==> config.mk <==
export PLATFORM = sky130hd
export DESIGN_NAME = lrn_fifo
export DESIGN_NICKNAME = d
export VERILOG_FILES = /design/src/rtl/core/lrn_fifo.sv
export SDC_FILE = /design/constraint.sdc
export NUM_CORES = 1
export LEC_CHECK = 0
export ABC_AREA = 1
export BUFFER_PORTS_ARGS = -buffer_cell sky130_fd_sc_hd__clkbuf_2
export CAP_MARGIN = 20
export CORE_AREA = 2 2 43 45
export DETAILED_ROUTE_END_ITERATION = 8
export DIE_AREA = 0 0 45 47
export PLACE_DENSITY = 0.83
export SYNTH_ARGS = -nofsm -noshare
export SYNTH_HDL_FRONTEND = slang
export SYNTH_SLANG_ARGS = --single-unit
==> constraint.sdc <==
create_clock -name clk_i -period 2.6 [get_ports clk_i]
set_input_delay 0 -clock clk_i [delete_from_list [all_inputs] [get_ports clk_i]]
set_output_delay 0 -clock clk_i [all_outputs]
set_load 0.1 [all_outputs]
==> src/rtl/core/lrn_fifo.sv <==
// Small register queue, used between front and back and at the result side.
// No dependencies.
`timescale 1ns / 1ps

module lrn_fifo #(
  parameter int unsigned WIDTH = 8,
  parameter int unsigned DEPTH = 2
) (
  input  logic             clk_i,
  input  logic             rst_ni,
  input  logic             push_i,
  output logic             full_o,
  input  logic [WIDTH-1:0] wdata_i,
  input  logic             pop_i,
  output logic             empty_o,
  output logic [WIDTH-1:0] rdata_o
);

  localparam int unsigned AW = (DEPTH > 1) ? $clog2(DEPTH) : 1;
  localparam int unsigned CW = $clog2(DEPTH + 1);

  logic [WIDTH-1:0] mem_q [DEPTH];
  logic [AW-1:0]    wp_q, rp_q;
  logic [CW-1:0]    cnt_q;
  logic             wr, rd;

  assign full_o  = cnt_q == CW'(DEPTH);
  assign empty_o = cnt_q == '0;
  assign wr      = push_i && !full_o;
  assign rd      = pop_i && !empty_o;
  assign rdata_o = mem_q[rp_q];

  always_ff @(posedge clk_i or negedge rst_ni) begin
    if (!rst_ni) begin
      wp_q  <= '0;
      rp_q  <= '0;
      cnt_q <= '0;
    end else begin
      if (wr) wp_q <= (wp_q == AW'(DEPTH - 1)) ? '0 : wp_q + 1'b1;
      if (rd) rp_q <= (rp_q == AW'(DEPTH - 1)) ? '0 : rp_q + 1'b1;
      if (wr && !rd) cnt_q <= cnt_q + 1'b1;
      else if (rd && !wr) cnt_q <= cnt_q - 1'b1;
    end
  end

  always_ff @(posedge clk_i) begin
    if (wr) mem_q[wp_q] <= wdata_i;
  end

endmodule

==> PnR_summary.wiki <==
{| class="wikitable"
! Metric !! Value
|-
| Area fraction in compound gates after synthesis || 1.24%
|-
| Die area || 0.00212 mm^2
|-
| Crit path max fanout || 10
|-
| Hpwl dp || 996 um
|-
| Slowest stage cell on the critical path || sky130_fd_sc_hd__dfrtp_1
|-
| Number of rows created at floorplan || 15
|-
| Maximum count of clock buffers along a single path || 2
|-
| CP endpoint kind || output pin
|-
| Share of final-layout standard cells stronger than drive strength 1 || 26.2%
|-
| Proportion of synthesized flip-flops having asynchronous set or reset || 20.0%
|-
| Crit path cell chain || inv_2, nand2_1, nand2_1, clkbuf_2
|-
| Signed area change from the synthesized netlist to the final layout || 33.8%
|-
| Antenna cells || 0
|-
| Ranking of synthesized cells by area || sky130_fd_sc_hd__edfxtp_1 (59%), sky130_fd_sc_hd__nand2_1 (15%), sky130_fd_sc_hd__dfrtp_1 (12%), sky130_fd_sc_hd__inv_1 (3.2%), sky130_fd_sc_hd__ha_1 (1.5%)
|-
| Final net count || 121
|-
| Cell repeated most along the worst path || sky130_fd_sc_hd__nand2_1
|-
| Number of warnings issued by yosys || 0
|-
| Setup violation total in the final timing report || 0
|-
| Total wire length || 1380 um
|-
| Final Hold Violating Endpoints || 0
|-
| Via count of the routed design || 583
|-
| Avg Synthesized Cell Area || 11.1 um^2
|-
| Root buffer cell || sky130_fd_sc_hd__clkbuf_4
|-
| Proportion of synthesized chip area in sequential cells || 71.7%
|-
| Area share of fa/ha/maj cells after synthesis || 1.55%
|-
| Launching element type of the critical path || flop
|-
| Result of the run || finished clean
|-
| Xor and xnor area share after synthesis || 1.08%
|-
| Maximum number of pins on one net before global-route repair || 13
|-
| Number of input and output port buffers inserted || 21
|-
| EDFF count, synth || 16
|-
| Post-synthesis net count || 86
|-
| Mux cell area share after synthesis || 0%
|-
| Cell area after synthesis || 810 um^2
|-
| Simple-gate area share of the yosys netlist || 20.1%
|-
| Number of top-level design ports || 22
|-
| Filler cells || 135
|-
| Vias/cell || 4.70
|-
| Total global routing overflow || 0
|-
| Cell taking the most area after synthesis || sky130_fd_sc_hd__edfxtp_1
|-
| Die W || 45 um
|-
| Worst endpoint required time || 2.60 ns
|-
| Actual transition at the worst max-transition pin || 0.694 ns
|-
| # Post-CTS Setup Buffers || 0
|-
| Antenna violations before repair || 0
|-
| Area of the multi-input gates || 194 um^2
|-
| Count of distinct cell types in the synthesized netlist || 14
|-
| Clock tree from TritonCTS || built
|-
| Crit share post-route || 61.5%
|-
| Combinational family with the most area after synthesis || simple AND/OR/NAND/NOR gates
|-
| Most frequently used cell type in the post-synthesis netlist || sky130_fd_sc_hd__nand2_1
|-
| CP max stage delay || 0.51 ns
|-
| Crit path buffers/inverters || 2
|-
| Peak Freq || 625 MHz
|-
| Unrepaired setup endpoints after global routing || no
|-
| Drt drc || 0
|-
| Total clock buffers created by CTS || 3
|-
| Post-synth top cells || sky130_fd_sc_hd__nand2_1 (33), sky130_fd_sc_hd__edfxtp_1 (16), sky130_fd_sc_hd__inv_1 (7)
|-
| Total negative slack for setup checks || 0 ns
|-
| H-tree Lvls || 1
|-
| Number of max-slew violations in the final report || 0
|-
| First-pass GRT wire length || 2020 um
|-
| FF+latch area || 581 um^2
|-
| Effective utilization at floorplan || 49.0%
|-
| Placer's final routability congestion estimate || 0.645
|-
| Post-synthesis register bit count || 20
|-
| Final setup skew || 0.0140 ns
|-
| Gate count after technology mapping || 73
|-
| Share of the synthesized area in the top cell type || 59.4%
|-
| Height of the chip || 47 um
|-
| DR WL/cell || 11.1 um
|-
| Worst setup slack before clock tree synthesis || 1.06 ns
|-
| Detailed router's first-iteration violation count || 6
|-
| Number of sinks handled by clock tree synthesis || 20
|-
| Worst skew pair latency || 0.30 ns
|-
| Minimum clock period || 1.60 ns
|-
| Tightest slew margin relative to the limit || 53.6%
|-
| Synth Flop Type || sky130_fd_sc_hd__edfxtp_1
|-
| Top Family by Delay on Critical Path || buffers and inverters
|-
| Final worst setup slack || 1.00 ns
|-
| GRT Resource Usage Total || 13.6%
|-
| Worst path arrival time || 1.60 ns
|-
| Std-Cell Core Area || 0.00165 mm^2
|-
| Worst Hold Class || in2reg
|-
| Via count of the first global-routing pass || 501
|-
| Total iterations of the first detailed-routing run || 4
|-
| Maximum Capacitance Violations || 0
|-
| Post-route antenna net violation count || 0
|-
| Clock-pin slew reported for the worst setup and hold paths after clock tree synthesis || 0.12 ns
|-
| Path type of the worst setup path || reg2out
|}
[cell usage in the layout (no fill, tap or decap)]
cell,count
sky130_fd_sc_hd__clkbuf_2,21
sky130_fd_sc_hd__edfxtp_1,16
sky130_fd_sc_hd__xnor2_1,1
sky130_fd_sc_hd__ha_1,1
sky130_fd_sc_hd__inv_1,7
sky130_fd_sc_hd__o21ai_0,2
sky130_fd_sc_hd__nand2_1,33
sky130_fd_sc_hd__inv_2,1
sky130_fd_sc_hd__dlygate4sd3_1,10
sky130_fd_sc_hd__nor2_1,2
sky130_fd_sc_hd__bufinv_16,1
sky130_fd_sc_hd__nand3b_1,1
sky130_fd_sc_hd__dfrtp_1,4
sky130_fd_sc_hd__nand3_1,1
sky130_fd_sc_hd__clkbuf_4,3
sky130_fd_sc_hd__nand4_1,1
sky130_fd_sc_hd__nor2_2,2
[kinds of logic (layout without fill, tap and decap cells)]
group,Yosys count,in the layout
simple gates,40,40
flops,20,20
xor+xnor,1,1
compound gates,2,2
buf+inv,9,43
fa+ha+maj,1,1
[repair_timing]
action / CTS / global route
gates resized for setup: 0 / 0
endpoints found under the hold margin: 21 / 0
hold buffers: 10 / 0
setup endpoints to repair: 0 / 0
[worst paths after layout]
check,slack (ns),depth (start not counted),endpoint,from
setup reg to reg,1.06,2,mem_q[1][7]$_DFFE_PP_,cnt_q[0]$_DFFE_PN0P_
min in group asynchronous,0.02,2,wp_q$_DFFE_PN0N_,rst_ni
hold / removal,0.01,4,wp_q$_DFFE_PN0N_,push_i
hold reg to reg,0.50,2,wp_q$_DFFE_PN0N_,wp_q$_DFFE_PN0N_
max in group asynchronous,2.44,2,rp_q$_DFFE_PN0P_,rst_ni
setup / recovery,1.00,4,rdata_o[1],rp_q$_DFFE_PN0P_
[worst register-to-register path, stage by stage (launching register included)]
cell	delay, ns
sky130_fd_sc_hd__dfrtp_1	0.48
sky130_fd_sc_hd__o21ai_0	0.16
sky130_fd_sc_hd__nor2_1	0.55
[stage by stage]
step / util, % / area [um^2] / hold WS (ns) / cells
after floorplan: - / 810 / -0.296 / 73
after global placement: 56.4 / 931 / -0.188 / 110
after detailed placement: 56.4 / 931 / -0.184 / 110
after CTS: 65.6 / 1080 / 0.0146 / 124
after global routing: 65.6 / 1080 / 0.0269 / 124
final: 65.6 / 1080 / 0.0124 / 124
[flip-flops by register name, summed over array words and instances (netlist names)]
| register | count |
|---|---|
| mem_q | 16 |
| cnt_q | 2 |
| wp_q | 1 |
| rp_q | 1 |
[cell type report]
cell class / instances / area share, %
inverters: 8 / 2.77
clock inverters: 1 / 2.77
repair buffers: 31 / 18.9
multi-input cells: 44 / 17.9
clock buffers: 3 / 2.08
flip-flops and latches: 20 / 53.6
well taps: 17 / 1.96
[per-layer routing]
| layer | up-vias | share of wire [%] | GRT usage, % |
|---|---|---|---|
| li1 | 303 | - | - |
| met1 | 264 | 41 | 16.1 |
| met2 | 16 | 55 | 25.4 |
| met3 | 0 | 3.8 | 1.15 |
| met4 | 0 | 0 | 5.29 |
| met5 | - | 0 | 0 |
Power is left out: the tool's default activity adds up to more than one toggle a clock period on the data nets, which glitch-free logic cannot reach.
