`src/rtl/core/lrn_pkg.sv`:
```
// Package for the cross-channel LRN unit: payload and job types, FSM state
// types, register codes and the table of square roots used by the exp2 stage.
// No dependencies.
`timescale 1ns / 1ps

package lrn_pkg;

  localparam int unsigned MaxWindowDefault = 15;
  localparam int unsigned SampleDepth      = 8;
  localparam int unsigned SumW             = 36;
  localparam int unsigned RootW            = 30;
  localparam int unsigned RootCount        = 16;

  typedef struct packed {
    logic signed [15:0] sample;
    logic               last_channel;
  } lrn_in_t;

  typedef struct packed {
    logic signed [15:0] normalized;
    logic               last_of_pixel;
  } lrn_out_t;

  // one normalisation to carry out: the sample, its window sum and the end flag
  typedef struct packed {
    logic signed [15:0] sample;
    logic [SumW-1:0]    sum;
    logic               last;
  } lrn_job_t;

  typedef enum logic [1:0] {
    CFG_WINDOW = 2'd0,
    CFG_ALPHA  = 2'd1,
    CFG_BETA   = 2'd2
  } lrn_cfg_e;

  typedef enum logic [1:0] {
    F_IDLE,
    F_SUM,
    F_EMIT
  } lrn_front_e;

  typedef enum logic [3:0] {
    B_IDLE,
    B_ZLO,
    B_ZHI,
    B_NORM,
    B_LOG,
    B_TMUL,
    B_EXP,
    B_YMUL,
    B_OUT
  } lrn_back_e;

  function automatic logic [63:0] isqrt64(logic [63:0] v);
    logic [63:0] res;
    logic [63:0] bt;
    logic [63:0] rem;
    res = '0;
    bt  = 64'd1 << 62;
    rem = v;
    for (int s = 0; s < 32; s++) begin
      if (bt > rem) bt = bt >> 2;
    end
    for (int s = 0; s < 32; s++) begin
      if (bt != 0) begin
        if (rem >= res + bt) begin
          rem = rem - (res + bt);
          res = (res >> 1) + bt;
        end else begin
          res = res >> 1;
        end
        bt = bt >> 2;
      end
    end
    return res;
  endfunction

  // r(1) = sqrt(0.5), r(k+1) = sqrt(r(k)), Q0.30, each truncated
  function automatic logic [RootCount*RootW-1:0] exp_roots();
    logic [RootCount*RootW-1:0] tab;
    logic [63:0]                r;
    tab = '0;
    r   = 64'd1 << 29;
    for (int j = 0; j < RootCount; j++) begin
      r = isqrt64(r << 30);
      tab[j*RootW +: RootW] = r[RootW-1:0];
    end
    return tab;
  endfunction

  localparam logic [RootCount*RootW-1:0] ExpRoots = exp_roots();

endpackage

```
`src/rtl/core/lrn_front.sv`:
```
// Front end of the LRN unit: takes samples, keeps the square and sample lines,
// forms the window sums and queues normalisation jobs. Uses lrn_pkg.
`timescale 1ns / 1ps

module lrn_front #(
  parameter int unsigned MAX_WINDOW = lrn_pkg::MaxWindowDefault
) (
  input  logic              clk_i,
  input  logic              rst_ni,
  input  logic              push_i,
  output logic              full_o,
  input  lrn_pkg::lrn_in_t  in_item_i,
  input  logic [3:0]        window_size_i,
  output lrn_pkg::lrn_job_t job_o,
  output logic              job_push_o,
  input  logic              job_full_i
);
  import lrn_pkg::*;

  localparam int unsigned RW = (MAX_WINDOW > 1) ? $clog2(MAX_WINDOW) : 1;

  lrn_front_e       state_q, state_d;
  logic [31:0]      sq_q  [MAX_WINDOW];
  logic [15:0]      smp_q [SampleDepth];
  logic [15:0]      seen_q;
  logic             last_q;
  logic [3:0]       n_q, n_eff;
  logic [2:0]       look_q, d;
  logic [3:0]       cnt_q;
  logic [SumW-1:0]  acc_q;
  logic [16:0]      mag;
  logic [33:0]      sq_full;
  logic [RW-1:0]    rd_idx;
  logic [31:0]      ring_rd;
  logic             accept, sum_done, emit_ok, step, done;

  always_comb begin
    n_eff = (window_size_i == 4'd0) ? 4'd1 : window_size_i;
    if (32'(n_eff) > MAX_WINDOW) n_eff = 4'(MAX_WINDOW);
  end

  assign mag     = in_item_i.sample[15] ? (17'h10000 - {1'b0, in_item_i.sample})
                                        : {1'b0, in_item_i.sample};
  assign sq_full = mag * mag;

  assign d       = look_q - cnt_q[2:0];
  assign rd_idx  = (state_q == F_SUM) ? RW'(cnt_q) : RW'(n_q - 4'd1 - cnt_q);
  assign ring_rd = sq_q[rd_idx];

  always_comb begin
    state_d    = state_q;
    accept     = 1'b0;
    sum_done   = 1'b0;
    step       = 1'b0;
    done       = 1'b0;
    job_push_o = 1'b0;
    full_o     = state_q != F_IDLE;
    if (cnt_q == 4'd0) emit_ok = seen_q > {13'd0, look_q};
    else               emit_ok = last_q && ({13'd0, d} < seen_q);
    case (state_q)
      F_IDLE: begin
        accept = push_i;
        if (push_i) state_d = F_SUM;
      end
      F_SUM: begin
        sum_done = cnt_q == n_q - 4'd1;
        if (sum_done) state_d = F_EMIT;
      end
      F_EMIT: begin
        // hold while a due job cannot enter the queue
        step       = !emit_ok || !job_full_i;
        job_push_o = emit_ok && !job_full_i;
        done       = step && (cnt_q[2:0] == look_q);
        if (done) state_d = F_IDLE;
      end
      default: state_d = F_IDLE;
    endcase
  end

  assign job_o.sample = smp_q[d];
  assign job_o.sum    = acc_q;
  assign job_o.last   = last_q && (cnt_q[2:0] == look_q);

  always_ff @(posedge clk_i or negedge rst_ni) begin
    if (!rst_ni) begin
      state_q <= F_IDLE;
      seen_q  <= '0;
      last_q  <= 1'b0;
      n_q     <= 4'd1;
      look_q  <= '0;
      cnt_q   <= '0;
      acc_q   <= '0;
      for (int i = 0; i < MAX_WINDOW; i++) sq_q[i] <= '0;
    end else begin
      state_q <= state_d;
      if (accept) begin
        for (int i = MAX_WINDOW - 1; i > 0; i--) sq_q[i] <= sq_q[i-1];
        sq_q[0] <= sq_full[31:0];
        if (seen_q != 16'hFFFF) seen_q <= seen_q + 16'd1;
        last_q <= in_item_i.last_channel;
        n_q    <= n_eff;
        look_q <= n_eff[3:1];
        cnt_q  <= '0;
        acc_q  <= '0;
      end
      if (state_q == F_SUM) begin
        acc_q <= acc_q + SumW'(ring_rd);
        cnt_q <= sum_done ? 4'd0 : cnt_q + 4'd1;
      end
      if (step) begin
        // drop the outermost square for the next, narrower window
        acc_q <= acc_q - SumW'(ring_rd);
        cnt_q <= cnt_q + 4'd1;
        if (done && last_q) begin
          seen_q <= '0;
          for (int i = 0; i < MAX_WINDOW; i++) sq_q[i] <= '0;
        end
      end
    end
  end

  always_ff @(posedge clk_i) begin
    if (accept) begin
      for (int i = SampleDepth - 1; i > 0; i--) smp_q[i] <= smp_q[i-1];
      smp_q[0] <= in_item_i.sample;
    end
  end

endmodule

```
`config.mk`:
```
export PLATFORM = sky130hd
export DESIGN_NAME = lrn_front
export DESIGN_NICKNAME = d
export VERILOG_FILES = /design/src/rtl/core/lrn_pkg.sv /design/src/rtl/core/lrn_front.sv
export SDC_FILE = /design/constraint.sdc
export NUM_CORES = 2
export LEC_CHECK = 0
export BUFFER_PORTS_ARGS = -buffer_cell sky130_fd_sc_hd__clkbuf_2
export CAP_MARGIN = 20
export CORE_MARGIN = 8
export CORE_UTILIZATION = 60
export DETAILED_ROUTE_END_ITERATION = 6
export PLACE_DENSITY_LB_ADDON = 0.3
export SETUP_SLACK_MARGIN = 0.05
export SYNTH_ARGS = -nofsm -noshare
export SYNTH_HDL_FRONTEND = slang
export SYNTH_SLANG_ARGS = --single-unit
```
`constraint.sdc`:
```
create_clock -name clk_i -period 7.2 [get_ports clk_i]
set_input_delay 0.72 -clock clk_i [delete_from_list [all_inputs] [get_ports clk_i]]
set_output_delay 0.72 -clock clk_i [all_outputs]
set_load 0.1 [all_outputs]
```
==> results.md <==
- The flow ran to the end, and the final reports show no timing, DRC or antenna violations.
- The floorplan step defined a die boundary enclosing 80000 um^2.
- Counting flops with an async set or reset pin after synthesis yields a share of 0.809.
- The initial antenna violation count came to 0.
- The via count of the first global-routing pass is 33200.
- The setup clock skew after layout is 0.0237 ns.
- Summing all multi-input logic gate instances after layout gives 23500 um^2.
- Setup slack on the worst reg-to-reg path comes out at 0.61 ns.
- The area inside the core boundary is 71000 um^2.
- Across every metal layer, demand over resource in global routing totals 0.273.
- STA classifies the critical path endpoint as a flop.
- The most frequent standard cell in the layout excluding fill and tap cells is sky130_fd_sc_hd__nand2_1.
- From left edge to right edge, the die measures 283 um.
- The largest net degree at the start of global routing is 180.
- Fill cells in the final layout number 5136.
- The prevailing post-synth register cell is sky130_fd_sc_hd__dfrtp_1.
- In this run the vertical extent of the chip is 283 um.
- In this run the core area contains 98 standard-cell rows.
- The unique cell type count in the Yosys netlist is 114.
- The gate count after technology mapping is 4503.
- After synthesis, the cell types taking the most area are sky130_fd_sc_hd__dfrtp_1, sky130_fd_sc_hd__nand2_1, sky130_fd_sc_hd__fa_1.
- The fraction of final layout cells with drive strength greater than 1 is 0.159.
- After detailed routing, the number of remaining DRC violations is 0.
- The critical-path maximum fanout is 4.
- The boundary pin count is 80.
- The final weighted congestion in routability-driven placement is 0.930.
- Hold repair after CTS inserted 0 buffers.
- Max-cap violations in this run came to 0.
- The antenna diode count is 0.
- TritonCTS created 71 clock buffers.
- Headroom to the max-slew limit came out at 0.266.
- The routed wirelength normalized by instance count is 19.4 um.
- The maximum buffer depth of the clock tree is 3.
- Once detail routing completed, the nets flagged for antenna violations numbered 0.
- Of all cell types, the one taking the most synthesized area is sky130_fd_sc_hd__dfrtp_1.
- The port buffer count is 79.
- TritonCTS built the clock tree.
- Of the post-synthesis cell area, the dominant cell type holds 0.317.
- The slowest library cell on the worst path is sky130_fd_sc_hd__fa_1.
- The synthesized design contains 671 register bits.
- The number of sinks driven by the clock tree is 671.
- At the worst endpoint, the required time is 7.69 ns.
- The tree is rooted in a sky130_fd_sc_hd__clkbuf_16.
- The startpoint identified for the worst register-to-register timing path is n_q[0]$_DFFE_PN1P_.
- The number of max-slew violations in the final report was 0.
- For the worst setup path, the data arrival time is 7.67 ns.
- The total wire length after detailed routing is 110000 um.
- The total via count in the routed design is 33900.
- The final hold violation count came to 0.
- The maximum level of the CTS H-tree is 3.
- At the pin with the least slew margin, the transition time is 1.10 ns.
- The highest achievable clock rate is 139 MHz.
- The library cells used most frequently in the layout, excluding fill and tap cells, are sky130_fd_sc_hd__nand2_1, sky130_fd_sc_hd__a21oi_1, sky130_fd_sc_hd__dfrtp_1, sky130_fd_sc_hd__inv_1, sky130_fd_sc_hd__buf_4.
- In this run the worst hold path is classified as input port to async pin.
- From synthesis to final layout, the design area changed by 13.2%.
- The warning count from the yosys run is 0.
- For this run, the register share of the synthesized area comes to 0.408.
- The first TritonRoute pass finished after 6 iterations.
- The uppermost metal layer occupied by signal nets is met4.
- The clock-pin slew on the worst setup and hold paths is 0.06 ns.
- The sort of element at the start of the critical path is an input port.
- After detailed routing, the number of vias per cell comes to 5.99.
- The net count reported at finish is 5058.
- The sum of routed wire segments on met1 is 46500 um.
- The launch point of the worst path is in_item_i[1].
- The largest single stage delay on the critical path is 0.55 ns.
- The routed design uses 52200 um of met2 wire.
- The minimum clock period is 7.17 ns.
- Setup repair after global routing could not meet its margin everywhere.
- The number of synthesized flops with an enable pin is 128.
- Summed over all layers, the global routing overflow is 0.
- For this configuration, the core starts out at a cell density of 0.602.
- The met3 routed wirelength is 8320 um.
- The worst slack on hold paths is 0.183 ns.
- The clock latency at the later pin of the worst-skew pair is 0.63 ns.
- The number of DRC violations after detailed-routing iteration 0 is 3716.
- A synthesized cell averages 9.49 um^2.
- The setup-violating endpoint count in the final report is 0.
- Of the available clock period, the critical path in the final layout requires 0.996.
- The HPWL after detailed placement is 75000 um.
- The area occupied by registers is 17400 um^2.
- In this design, the critical path's most frequently occurring cell is sky130_fd_sc_hd__fa_1.
- The worst setup path is of the input port to flop kind.
- In this run the cell area of the synthesized design comes to 42700 um^2.
- The first-pass GRT wire length is 176000 um.
==> per-layer routing <==
| metal | up-vias | global-route usage |
|---|---|---|
| met5 | - | 0 |
| met2 | 1318 | 0.442 |
| met3 | 215 | 0.0484 |
| met1 | 16900 | 0.381 |
| met4 | 0 | 0.0760 |
| li1 | 15500 | - |
==> cells by family (layout without fill, tap and decap cells) <==
group	Yosys count	count (layout)	synth area share
flip-flops	671	671	0.408
adder cells (fa/ha/maj)	372	372	0.143
multiplexers	229	229	0.0921
buffers and inverters	628	809	0.0568
other	2	34	0.000176
AND/OR/NAND/NOR	1542	1542	0.147
XOR/XNOR	73	73	0.0153
AO/OA/AOI/OAI	986	986	0.138
==> stage by stage <==
stage / TNS (ns) / cells / cell area [um^2] / util / setup WS, ns
after CTS: 0 / 5655 / 48000 / 0.676 / 0.00223
final: 0 / 5666 / 48400 / 0.681 / 0.0276
after global routing: -1.15 / 5666 / 48400 / 0.681 / -0.187
after global placement: -8.09 / 5526 / 45600 / 0.642 / -0.678
after detailed placement: -9.76 / 5526 / 45600 / 0.642 / -0.763
after floorplan: -2.94 / 4535 / 43000 / - / -0.390
==> final cells by class <==
cell class	count	share of cell area
inverter	352	0.0279
timing repair inverter	1	0.000155
clock inverter	30	0.00810
timing repair buffer	328	0.0523
multi-input combinational	3236	0.486
clock buffer	98	0.0409
tap	950	0.0246
sequential	671	0.360
==> critical path: cells and delay by family <==
family / cells / cell delay, ns
buffers and inverters: 7 / 0.58
adders and majority gates: 8 / 3.29
AOI/OAI and AO/OA: 7 / 1.45
and+or+nand+nor: 6 / 1.09
xor gates and xnor gates: 1 / 0.29
muxes: 1 / 0.22
==> registers in the layout, summed over array words and instances, names as in the netlist <==
register and flops:
last_q 1, cnt_q 4, seen_q 16, smp_q 128
sq_q 480, state_q 2, acc_q 36, n_q 4
==> path summary, 6_finish.rpt <==
kind,depth (start not counted),to
max,30,sq_q[476]$_DFF_PN0_
min,1,acc_q[35]$_DFFE_PN0P_
max reg2reg,21,acc_q[32]$_DFFE_PN0P_
min reg2reg,0,smp_q[2][12]$_DFFE_PP_
max in group asynchronous,2,sq_q[135]$_DFF_PN0_
min in group clk_i,3,last_q$_DFFE_PN0P_
==> what timing repair did <==
item,4_1_cts,5_1_grt
setup buffers,1,10
pin swaps,3,51
resized for setup,5,75
endpoints found under the setup margin,9,17
cloned,0,1
==> synthesized netlist by cell type (all sizes together) (16+ instances only) <==
cell type and number:
buf 47, nand3 41, a21o 31, o21ai 83, edfxtp 128, a21oi 657
nor3 20, ha 178, xor2 26, mux2 32, nor2 165, nand2 1192
mux2i 69, nand2b 16, o31ai 18, mux4 128, dfrtp 542, xnor2 47
inv 347, a221o 16, o21bai 22, and2 19, fa 194, clkbuf 229
Power is left out: the tool's default activity adds up to more than one toggle a clock period on the data nets, which glitch-free logic cannot reach.
